==> config.mk <==
export PLATFORM = sky130hd
export DESIGN_NAME = divider_and_reload_timer_core
export DESIGN_NICKNAME = d
export VERILOG_FILES = /design/src/hw/rtl/drt_pkg.sv /design/src/hw/rtl/divider_and_reload_timer_core.sv
export SDC_FILE = /design/constraint.sdc
export NUM_CORES = 1
export LEC_CHECK = 0
export ABC_AREA = 1
export BUFFER_PORTS_ARGS = -buffer_cell sky130_fd_sc_hd__buf_2
export CAP_MARGIN = 15
export CORE_UTILIZATION = 54
export CTS_CLUSTER_SIZE = 28
export DETAILED_ROUTE_END_ITERATION = 12
export PLACE_DENSITY = 0.85
export SYNTH_ARGS = -nofsm -noshare
export SYNTH_HDL_FRONTEND = slang
export SYNTH_SLANG_ARGS = --single-unit
==> constraint.sdc <==
create_clock -name clk -period 2.02 [get_ports clk]
set_input_delay 0 -clock clk [delete_from_list [all_inputs] [get_ports clk]]
set_output_delay 0 -clock clk [all_outputs]
set_load 0.005 [all_outputs]
==> src/hw/rtl/drt_pkg.sv <==
// Package for the divider and reload timer: widths, periods, sequencer codes
// and the microcode table.
// No dependencies; used by divider_and_reload_timer_core.
package drt_pkg;

	localparam int unsigned BYTE_W     = 8;
	localparam int unsigned DIV_PRE_W  = 10;
	localparam int unsigned CNT_PRE_W  = 11;
	localparam int unsigned SEL_W      = 2;
	localparam int unsigned CFG_IDX_W  = 2;
	localparam int unsigned OUT_DATA_W = 24;
	localparam int unsigned OUT_PAD_W  = OUT_DATA_W - 2 * BYTE_W - 1;

	localparam logic [CNT_PRE_W-1:0] DIV_PERIOD = CNT_PRE_W'(256);
	localparam logic [CNT_PRE_W-1:0] PERIOD_00  = CNT_PRE_W'(1024);
	localparam logic [CNT_PRE_W-1:0] PERIOD_01  = CNT_PRE_W'(16);
	localparam logic [CNT_PRE_W-1:0] PERIOD_10  = CNT_PRE_W'(64);
	localparam logic [CNT_PRE_W-1:0] PERIOD_11  = CNT_PRE_W'(256);

	localparam logic [BYTE_W-1:0] BYTE_MAX = 8'hFF;

	// Configuration register indexes
	localparam logic [CFG_IDX_W-1:0] REG_ENABLE = 2'd0;
	localparam logic [CFG_IDX_W-1:0] REG_SELECT = 2'd1;
	localparam logic [CFG_IDX_W-1:0] REG_RELOAD = 2'd2;

	// Input operation codes
	localparam logic OP_ADVANCE = 1'b0;
	localparam logic OP_DIV_WRITE = 1'b1;

	// Sequencer step addresses
	localparam int unsigned STEP_W = 3;
	localparam logic [STEP_W-1:0] STEP_FETCH    = 3'd0;
	localparam logic [STEP_W-1:0] STEP_DISPATCH = 3'd1;
	localparam logic [STEP_W-1:0] STEP_ACCUM    = 3'd2;
	localparam logic [STEP_W-1:0] STEP_DIV_LOOP = 3'd3;
	localparam logic [STEP_W-1:0] STEP_CNT_LOOP = 3'd4;
	localparam logic [STEP_W-1:0] STEP_DIV_WR   = 3'd5;
	localparam logic [STEP_W-1:0] STEP_DONE     = 3'd6;
	localparam logic [STEP_W-1:0] STEP_SPARE    = 3'd7;

	// Branch conditions
	localparam int unsigned COND_W = 3;
	localparam logic [COND_W-1:0] C_ALWAYS   = 3'd0;
	localparam logic [COND_W-1:0] C_IN_VALID = 3'd1;
	localparam logic [COND_W-1:0] C_OP_WRITE = 3'd2;
	localparam logic [COND_W-1:0] C_ENABLED  = 3'd3;
	localparam logic [COND_W-1:0] C_DIV_DUE  = 3'd4;
	localparam logic [COND_W-1:0] C_CNT_DUE  = 3'd5;
	localparam logic [COND_W-1:0] C_OUT_FREE = 3'd6;

	// Datapath actions, performed only when the step's condition holds
	localparam int unsigned ACT_W = 3;
	localparam logic [ACT_W-1:0] A_NOP       = 3'd0;
	localparam logic [ACT_W-1:0] A_LOAD      = 3'd1;
	localparam logic [ACT_W-1:0] A_ADD       = 3'd2;
	localparam logic [ACT_W-1:0] A_DIV_STEP  = 3'd3;
	localparam logic [ACT_W-1:0] A_CNT_STEP  = 3'd4;
	localparam logic [ACT_W-1:0] A_DIV_WRITE = 3'd5;
	localparam logic [ACT_W-1:0] A_EMIT      = 3'd6;

	typedef struct packed {
		logic [COND_W-1:0] cond;
		logic [ACT_W-1:0]  act;
		logic [STEP_W-1:0] next_true;
		logic [STEP_W-1:0] next_false;
	} ucode_word_t;

	function automatic ucode_word_t ucode_rom(input logic [STEP_W-1:0] step);
		ucode_word_t w;
		unique case (step)
			STEP_FETCH:    w = '{C_IN_VALID, A_LOAD,      STEP_DISPATCH, STEP_FETCH};
			STEP_DISPATCH: w = '{C_OP_WRITE, A_NOP,       STEP_DIV_WR,   STEP_ACCUM};
			STEP_ACCUM:    w = '{C_ENABLED,  A_ADD,       STEP_DIV_LOOP, STEP_DONE};
			STEP_DIV_LOOP: w = '{C_DIV_DUE,  A_DIV_STEP,  STEP_DIV_LOOP, STEP_CNT_LOOP};
			STEP_CNT_LOOP: w = '{C_CNT_DUE,  A_CNT_STEP,  STEP_CNT_LOOP, STEP_DONE};
			STEP_DIV_WR:   w = '{C_ALWAYS,   A_DIV_WRITE, STEP_DONE,     STEP_DONE};
			STEP_DONE:     w = '{C_OUT_FREE, A_EMIT,      STEP_FETCH,    STEP_DONE};
			default:       w = '{C_ALWAYS,   A_NOP,       STEP_FETCH,    STEP_FETCH};
		endcase
		return w;
	endfunction

	function automatic logic [CNT_PRE_W-1:0] period_of(input logic [SEL_W-1:0] sel);
		logic [CNT_PRE_W-1:0] p;
		unique case (sel)
			2'd0:    p = PERIOD_00;
			2'd1:    p = PERIOD_01;
			2'd2:    p = PERIOD_10;
			default: p = PERIOD_11;
		endcase
		return p;
	endfunction

endpackage

==> src/hw/rtl/divider_and_reload_timer_core.sv <==
// Divider and reload timer: a microcoded sequencer over a small datapath.
// Uses drt_pkg for widths, periods, sequencer codes and the microcode table.
//
// Each transaction on the input stream advances the timer by a number of
// machine cycles, or (tuser high) writes the divider, which clears it and
// reloads the timer counter. Exactly one result transaction follows each
// input: divider, counter and an interrupt flag that is set when the counter
// passed 255 and reloaded at least once. A divider write runs fetch, dispatch,
// divider write and done; a disabled timer runs fetch, dispatch, accumulate
// and done; an advance adds the divider and counter step loops before done,
// one pass for each prescaler expiry, so a short period (or a period changed
// to a smaller one) lengthens the item. The next input is taken once the
// result has been placed in the output register. Configuration writes go
// straight to the registers and are seen by an item already in progress.
module divider_and_reload_timer_core (
	input  logic                               clk,
	input  logic                               arst_n,
	// Configuration write port
	input  logic                               cfg_we,
	input  logic [drt_pkg::CFG_IDX_W-1:0]      cfg_index,
	input  logic [drt_pkg::BYTE_W-1:0]         cfg_data,
	// Input stream
	input  logic                               s_tvalid,
	output logic                               s_tready,
	input  logic [drt_pkg::BYTE_W-1:0]         s_tdata,  // [7:0] cycles
	input  logic                               s_tuser,  // [0] operation
	// Output stream
	output logic                               m_tvalid,
	input  logic                               m_tready,
	// [7:0] divider_value, [15:8] counter_value, [16] interrupt_request, rest 0
	output logic [drt_pkg::OUT_DATA_W-1:0]     m_tdata
);
	import drt_pkg::*;

	logic                 enable_q;
	logic [SEL_W-1:0]     select_q;
	logic [BYTE_W-1:0]    reload_q;

	logic [STEP_W-1:0]    pc_q;
	logic                 op_q;
	logic [BYTE_W-1:0]    cycles_q;
	logic                 irq_q;

	logic [DIV_PRE_W-1:0] div_pre_q;
	logic [CNT_PRE_W-1:0] cnt_pre_q;
	logic [BYTE_W-1:0]    div_q;
	logic [BYTE_W-1:0]    cnt_q;

	logic                 out_valid_q;
	logic [BYTE_W-1:0]    out_div_q;
	logic [BYTE_W-1:0]    out_cnt_q;
	logic                 out_irq_q;

	ucode_word_t          uw;
	logic                 cond_ok;
	logic                 out_free;
	logic [CNT_PRE_W-1:0] period;
	logic [CNT_PRE_W-1:0] div_pre_ext;

	assign uw          = ucode_rom(pc_q);
	assign out_free    = !out_valid_q || m_tready;
	assign period      = period_of(select_q);
	assign div_pre_ext = {{(CNT_PRE_W - DIV_PRE_W){1'b0}}, div_pre_q};

	always_comb begin
		unique case (uw.cond)
			C_ALWAYS:   cond_ok = 1'b1;
			C_IN_VALID: cond_ok = s_tvalid;
			C_OP_WRITE: cond_ok = (op_q == OP_DIV_WRITE);
			C_ENABLED:  cond_ok = enable_q;
			C_DIV_DUE:  cond_ok = (div_pre_ext >= DIV_PERIOD);
			C_CNT_DUE:  cond_ok = (cnt_pre_q >= period);
			C_OUT_FREE: cond_ok = out_free;
			default:    cond_ok = 1'b0;
		endcase
	end

	assign s_tready = (pc_q == STEP_FETCH);
	assign m_tvalid = out_valid_q;
	assign m_tdata  = {{OUT_PAD_W{1'b0}}, out_irq_q, out_cnt_q, out_div_q};

	always_ff @(posedge clk or negedge arst_n) begin
		if (!arst_n) begin
			enable_q <= 1'b0;
			select_q <= '0;
			reload_q <= '0;
		end else if (cfg_we) begin
			unique case (cfg_index)
				REG_ENABLE: enable_q <= cfg_data[0];
				REG_SELECT: select_q <= cfg_data[SEL_W-1:0];
				REG_RELOAD: reload_q <= cfg_data;
				default:    ;
			endcase
		end
	end

	always_ff @(posedge clk or negedge arst_n) begin
		if (!arst_n) begin
			pc_q <= STEP_FETCH;
		end else begin
			pc_q <= cond_ok ? uw.next_true : uw.next_false;
		end
	end

	// Timer state and the per-item working registers
	always_ff @(posedge clk or negedge arst_n) begin
		if (!arst_n) begin
			div_pre_q <= '0;
			cnt_pre_q <= '0;
			div_q     <= '0;
			cnt_q     <= '0;
			irq_q     <= 1'b0;
		end else if (cond_ok) begin
			unique case (uw.act)
				A_NOP:  ;
				A_LOAD: irq_q <= 1'b0;
				A_ADD: begin
					div_pre_q <= DIV_PRE_W'(div_pre_ext + {3'b000, cycles_q});
					cnt_pre_q <= cnt_pre_q + {3'b000, cycles_q};
				end
				A_DIV_STEP: begin
					div_pre_q <= DIV_PRE_W'(div_pre_ext - DIV_PERIOD);
					div_q     <= div_q + 8'd1;
				end
				A_CNT_STEP: begin
					cnt_pre_q <= cnt_pre_q - period;
					if (cnt_q == BYTE_MAX) begin
						cnt_q <= reload_q;
						irq_q <= 1'b1;
					end else begin
						cnt_q <= cnt_q + 8'd1;
					end
				end
				A_DIV_WRITE: begin
					div_q <= '0;
					cnt_q <= reload_q;
				end
				A_EMIT: ;
				default: ;
			endcase
		end
	end

	always_ff @(posedge clk) begin
		if (s_tvalid && s_tready) begin
			op_q     <= s_tuser;
			cycles_q <= s_tdata;
		end
	end

	// Output register: a result waits here while the next item is fetched.
	always_ff @(posedge clk or negedge arst_n) begin
		if (!arst_n) begin
			out_valid_q <= 1'b0;
		end else if (cond_ok && uw.act == A_EMIT) begin
			out_valid_q <= 1'b1;
		end else if (m_tready) begin
			out_valid_q <= 1'b0;
		end
	end

	always_ff @(posedge clk) begin
		if (cond_ok && uw.act == A_EMIT) begin
			out_div_q <= div_q;
			out_cnt_q <= cnt_q;
			out_irq_q <= irq_q;
		end
	end

	// The divider leftover is always below its period between items.
	a_div_pre_bounded: assert property (@(posedge clk) disable iff (!arst_n)
		(pc_q == STEP_FETCH) |-> (div_pre_ext < DIV_PERIOD))
		else $error("divider prescaler not reduced below its period");

	// A result appears only as the sequencer leaves its final step.
	a_emit_from_done: assert property (@(posedge clk) disable iff (!arst_n)
		$rose(out_valid_q) |-> ($past(pc_q) == STEP_DONE))
		else $error("result raised outside the final step");

	// A divider write never carries an interrupt.
	a_write_no_irq: assert property (@(posedge clk) disable iff (!arst_n)
		(pc_q == STEP_DONE && op_q == OP_DIV_WRITE) |-> !irq_q)
		else $error("interrupt flagged on a divider write");

	// The sequencer holds at the final step while the output register is full.
	a_done_holds: assert property (@(posedge clk) disable iff (!arst_n)
		(pc_q == STEP_DONE && !out_free) |=> (pc_q == STEP_DONE))
		else $error("sequencer left the final step with the output full");

	// The sequencer only fetches after the result has been written.
	a_fetch_after_emit: assert property (@(posedge clk) disable iff (!arst_n)
		(pc_q == STEP_DONE && out_free) |=> (out_valid_q && pc_q == STEP_FETCH))
		else $error("result not registered on leaving the final step");

endmodule
### Word-level counts from Yosys, hierarchy flattened

Index checks and enable logic that the tools add are counted.

* add/sub/neg operators: 6
* multipliers: 0
* divide/modulo/power cells: 0
* order comparisons: 2
* equal/unequal tests: 24
* shifts and indexed selects: 0
* muxes and demuxes: 13
* bitwise operators: 0
* reductions and logical operators: 22

Operators by type and width (count)
* 12-bit case mux with 7 select lines: 1
* 11-bit case mux with 3 select lines: 1
* 8-bit case mux with 2 select lines: 2
* 3-bit == test (second input constant): 9
* 11-bit case mux with 2 select lines: 1
* 10-bit case mux with 2 select lines: 1
* 3-bit by 2-bit == test with 1-bit output (second input constant): 6
* 8-bit by 1-bit adder with 8-bit output (second input constant): 2
* 2-bit AND reduction: 7
* 2-bit nonzero test: 6
* 11-bit by 8-bit adder with 11-bit output: 1
* 11-bit greater-or-equal comparator: 1
* 11-bit subtractor: 1
* 10-bit by 8-bit adder with 10-bit output: 1
* 10-bit by 9-bit greater-or-equal comparator with 1-bit output (second input constant): 1
* 10-bit by 9-bit subtractor with 10-bit output (second input constant): 1
* 3-bit by 1-bit == test with 1-bit output (second input constant): 3
* 8-bit == test (second input constant): 1
* 8-bit two-way mux: 1
* 1-bit case mux with 7 select lines: 1
* 3-bit zero test: 2
* 2-bit by 1-bit == test with 1-bit output (second input constant): 2
* 2-bit == test (second input constant): 2
* 2-bit zero test: 2
* 8 further kinds: 11

* bits in registers: 79
* bits in latches: 0
* bits in writable memories: 0
* memory bits (read-only): 0
* bits of input ports: 24
* output and inout port bits: 26
* logic and storage cells: 82
* memories kept: 0

### Longest topological paths before layout

* depth in word-level cells: 6
* depth in mapped cells: 14
* mapped depth without buffers: 14

### Least setup slack after synthesis

Ideal clock, no wire load.

* path type: register to register
* start point: register select_q[0]
* end point: register div_q[6]
* library setup time: 117 ps
* arrival: 1854 ps
* data required time: 1903 ps
* slack: 49 ps
* cell stages (with the launch flop): 13
* path buffers: 1
* period minus slack after synthesis: 1971 ps
* path through: dfrtp_1 > or2_2 > ha_1 > inv_1 > nor3_1 > nand2_1 > nand3_1 > nand2_1 > nand2_4 > nand2_4 > buf_8 > nand2_2 > o21ai_2

* cells in the longest elaborated chain, start to end: 5
* elaborated cells on any way between the ends: 7
* those cells by class: 1 x order compare; 2 x eq/ne; 2 x mux; 2 x reduce/logical

RTL lines
* start, declared: line divider_and_reload_timer_core.sv:36 `logic [SEL_W-1:0] select_q;`
* start signal, assigned: line divider_and_reload_timer_core.sv:90 `REG_SELECT: select_q <= cfg_data[SEL_W-1:0];`
* 2-bit == test (tied with other cells): line drt_pkg.sv:86 `unique case (sel)`
* 11-bit case mux with 3 select lines (*): line drt_pkg.sv:86
* 11-bit greater-or-equal comparator (*): line divider_and_reload_timer_core.sv:72 `C_CNT_DUE: cond_ok = (cnt_pre_q >= period);`
* 1-bit case mux with 7 select lines (*): line divider_and_reload_timer_core.sv:66 `unique case (uw.cond)`
* 2-bit AND reduction (no source line) (*)
* end signal, assigned: line divider_and_reload_timer_core.sv:123 `div_q <= div_q + 8'd1;`
* end, declared: line divider_and_reload_timer_core.sv:46 `logic [BYTE_W-1:0] div_q;`

Every way passes the cells marked *; elsewhere a longest branch is shown, timed or not.
A chain may end at the register's enable or synchronous reset.

### Worst setup path after layout

* start point: register select_q[0]
* end point: register cnt_pre_q[10]

* cells in the longest elaborated chain, start to end: 5
* elaborated cells on any way between the ends: 9
* those cells by class: 1 x add/sub; 1 x order compare; 2 x eq/ne; 3 x mux; 2 x reduce/logical

RTL lines
* 2-bit == test (tied with other cells): line drt_pkg.sv:86
* 11-bit case mux with 3 select lines (*): line drt_pkg.sv:86
* 11-bit greater-or-equal comparator: line divider_and_reload_timer_core.sv:72
* 1-bit case mux with 7 select lines: line divider_and_reload_timer_core.sv:66
* 2-bit AND reduction (no source line)
* end signal, assigned: line divider_and_reload_timer_core.sv:119 `cnt_pre_q <= cnt_pre_q + {3'b000, cycles_q};`
* end signal, assigned: line divider_and_reload_timer_core.sv:126 `cnt_pre_q <= cnt_pre_q - period;`
* end, declared: line divider_and_reload_timer_core.sv:45 `logic [CNT_PRE_W-1:0] cnt_pre_q;`

Marks and branches as above.

==> impl_metrics.toml <==
[power_and_ir_drop]
power_mw = 9.40
peakVddDrop_mv = 0.859
p_leak_nw = 2.89
p_per_area_mw_per_mm2 = 1580

[logic_synthesis]
synth_edf_count = 26
synth_top_cell_area_share = 0.281
synthArstFlopShare = 0.671
avgSynthCellArea_um2 = 8.18
synth_area_mm2 = 0.00472
yosys_most_used_dff = "dfrtp_1"
synth_commonest_cells = "183 x nand2_1, 56 x inv_1, 53 x dfrtp_1"
synth_top_cell_by_area = "dfrtp_1"
synth_seq_cells = 79
yosysUniqueCellTypes = 37
synth.most_common_cell = "nand2_1"
yosysWarnings = 0
seq_area_frac_synth = 0.447
synthTopCellsByArea = "dfrtp_1 28%, edfxtp_1 17%, nand2_1 15%"
syn_inst = 577

[worst_hold_path]
hp-start = "cfg_we"
hp-class = "input port to register"
hold_depth = 3
whs_endpoint = "select_q[0]$_DFFE_PN0P_"

[placement]
dpl_cell_area_mm2 = 0.00507
pre_cts_slack_ps = -42.1
routabilityCongestion = 0.882
port_buffers = 42
dp.cells = 725
dp_hpwl_mm = 7.42

[detailed_routing]
via_count = 4779
ant_nets = 0
drt_first_pass_iters = 10
wl_per_cell_um = 18.7
wl_mm = 14.5
vias_per_cell = 6.17
drcViolationCount = 2
drt_iter0_drc = 542

[floorplanning]
die_area_mm2 = 0.00912
core.rowCount = 33
top_level_ports = 50
die_y_um = 95.5
initial_core_util = 0.566
die_x_um = 95.5
coreArea_mm2 = 0.00834

[cells_and_area]
fin_area_mm2 = 0.00593
syn2layout_area_growth_pct = 25.7
antennaDiodeCount = 0
nNetsFinal = 715
multi_input_area_mm2 = 0.00258
fill_cells = 537
layout-drive-gt1-share = 0.252
register_area_mm2 = 0.00211
layoutNonFillerInstCount = 775
final_util = 0.711

[sta]
hold_slack_ps = 112
timing.final.ws_setup_ps = -228
relSlewSlack = 0.656
fin_crit_sh = 1.11
fin_skew_ps = 22.4
finalSetupTns_ps = -2400
worst-slew-pin-transition_ps = 514
rsz0062_at_grt = "true"
drv_slew = 0
setup_viol_count_final = 26
fmax_ghz = 0.445
hold_violations = 0
period_needed_ps = 2250

[critical_path]
worstSetupEndpointType = "register"
r2r-start = "select_q[0]$_DFFE_PN0P_"
slowest_stage = "dfrtp_1"
arrival_ps = 2520
slowest_delay_ps = 440
path_class = "register to register"
reg2regPathDepth = 14
worst-endpoint-required_ps = 2290
cp-start-kind = "register"
cp_common_cell = "nand2_1"
r2r_end = "cnt_pre_q[10]$_DFFE_PN0P_"
crit_chain = "buf_6, inv_6, nand2_4, ha_4, buf_4, inv_1, o211ai_1, nand2_1, nand2_1, nand2_1, nand3_1, nand2_1, nand2_1, nand2_1"
regToRegSetupSlack_ps = -230
path_max_fanout = 3

[outcome]
outcome = "finished, violations left"
violations = "design-rule violations, negative setup slack"

[clock_tree]
cts.clk_slew.worst_paths_ps = 110
numCtsBuffers = 9
root_buffer = "clkbuf_8"
cts_tree = "built"
clk_path_buf_depth = 2
cts.sinks = 79
clk_latency_ps = 380
htree_levels = 3

[grt]
grt_usage = 0.279
grt_pass1_wl_mm = 19.2
grt_pass1_vias = 4255
grt_overflow = 0
antenna_found_initial = 0
grt_max_degree = 37

[job]
cap_viol_max_count = 0
==> cell usage in the layout, fill, tap and decap left out, types with 15 or more instances in the layout <==
cell,instances
dlygate4sd3_1,22
o21ai_0,38
nand2_1,160
ha_1,17
nand2_4,15
nand2_2,16
nand3_1,41
edfxtp_1,26
buf_2,42
buf_4,16
nor2_1,30
inv_1,52
a21oi_1,20
dfrtp_1,53
==> registers in the layout (all words and copies together), names as in the netlist <==
register   flops
div_q          8
cycles_q       8
enable_q       1
irq_q          1
div_pre_q     10
op_q           1
cnt_pre_q     11
pc_q           3
out_irq_q      1
select_q       2
out_div_q      8
m_tvalid       1
out_cnt_q      8
cnt_q          8
reload_q       8
==> worst max-delay path by stage <==
stage,slack (ps),startpoint,cells past startpoint,end
2_1_floorplan,50,select_q[0]$_DFFE_PN0P_,12,div_q[6]$_DFFE_PN0P_
3_3_place_gp,30,select_q[0]$_DFFE_PN0P_,11,div_q[5]$_DFFE_PN0P_
3_5_place_dp,-40,select_q[0]$_DFFE_PN0P_,11,div_q[4]$_DFFE_PN0P_
4_1_cts,4,select_q[0]$_DFFE_PN0P_,11,div_q[4]$_DFFE_PN0P_
5_1_grt,-350,select_q[0]$_DFFE_PN0P_,14,cnt_pre_q[10]$_DFFE_PN0P_
6_report,-230,select_q[0]$_DFFE_PN0P_,14,cnt_pre_q[10]$_DFFE_PN0P_
==> worst max-delay path: cells and delay by family, from the launching register on <==
family          cells  cell delay [ps]
simple gates        8              640
flops               1              440
buf+inv             4              420
compound gates      1              350
fa+ha+maj           1              280
==> layer usage <==
layer  track usage  part of all wire  vias up
li1              -                 -     2053
met1         0.332              0.34     2152
met2         0.461              0.47      433
met3        0.0463              0.10      141
met4         0.188             0.082        0
met5             0                 0        -
==> kinds of logic after synthesis <==
logic type,Yosys count,synth area share
buffers and inverters,78,0.0745
and+or+nand+nor,294,0.273
other,1,0.000795
muxes,3,0.00716
DFF,79,0.447
AOI/OAI and AO/OA,82,0.100
xor gates and xnor gates,14,0.0260
adders and majority gates,26,0.0721
==> timing repair <==
item | CTS | global route
hold buffers | 22 | 0
cloned | 1 | 1
buffers inserted | 5 | 5
pin swaps | 2 | 33
hold endpoints to repair | 70 | 0
resized for setup | 8 | 74
setup endpoints to repair | 20 | 29
==> power by group <==
| group | internal (mW) | switching, mW | total [mW] |
|---|---|---|---|
| Sequential | 2.22 | 0.511 | 2.73 |
| Clock | 0.586 | 0.681 | 1.27 |
| Combinational | 2.07 | 3.33 | 5.40 |
==> cell type report <==
cell class                 instances  share of cell area
multi-input combinational        428               0.436
sequential                        79               0.355
timing repair buffer              87               0.112
inverter                          60              0.0405
tap                              105              0.0222
clock buffer                       9              0.0209
clock inverter                     7              0.0135
Note: power is estimated with default switching activity, not from simulation.
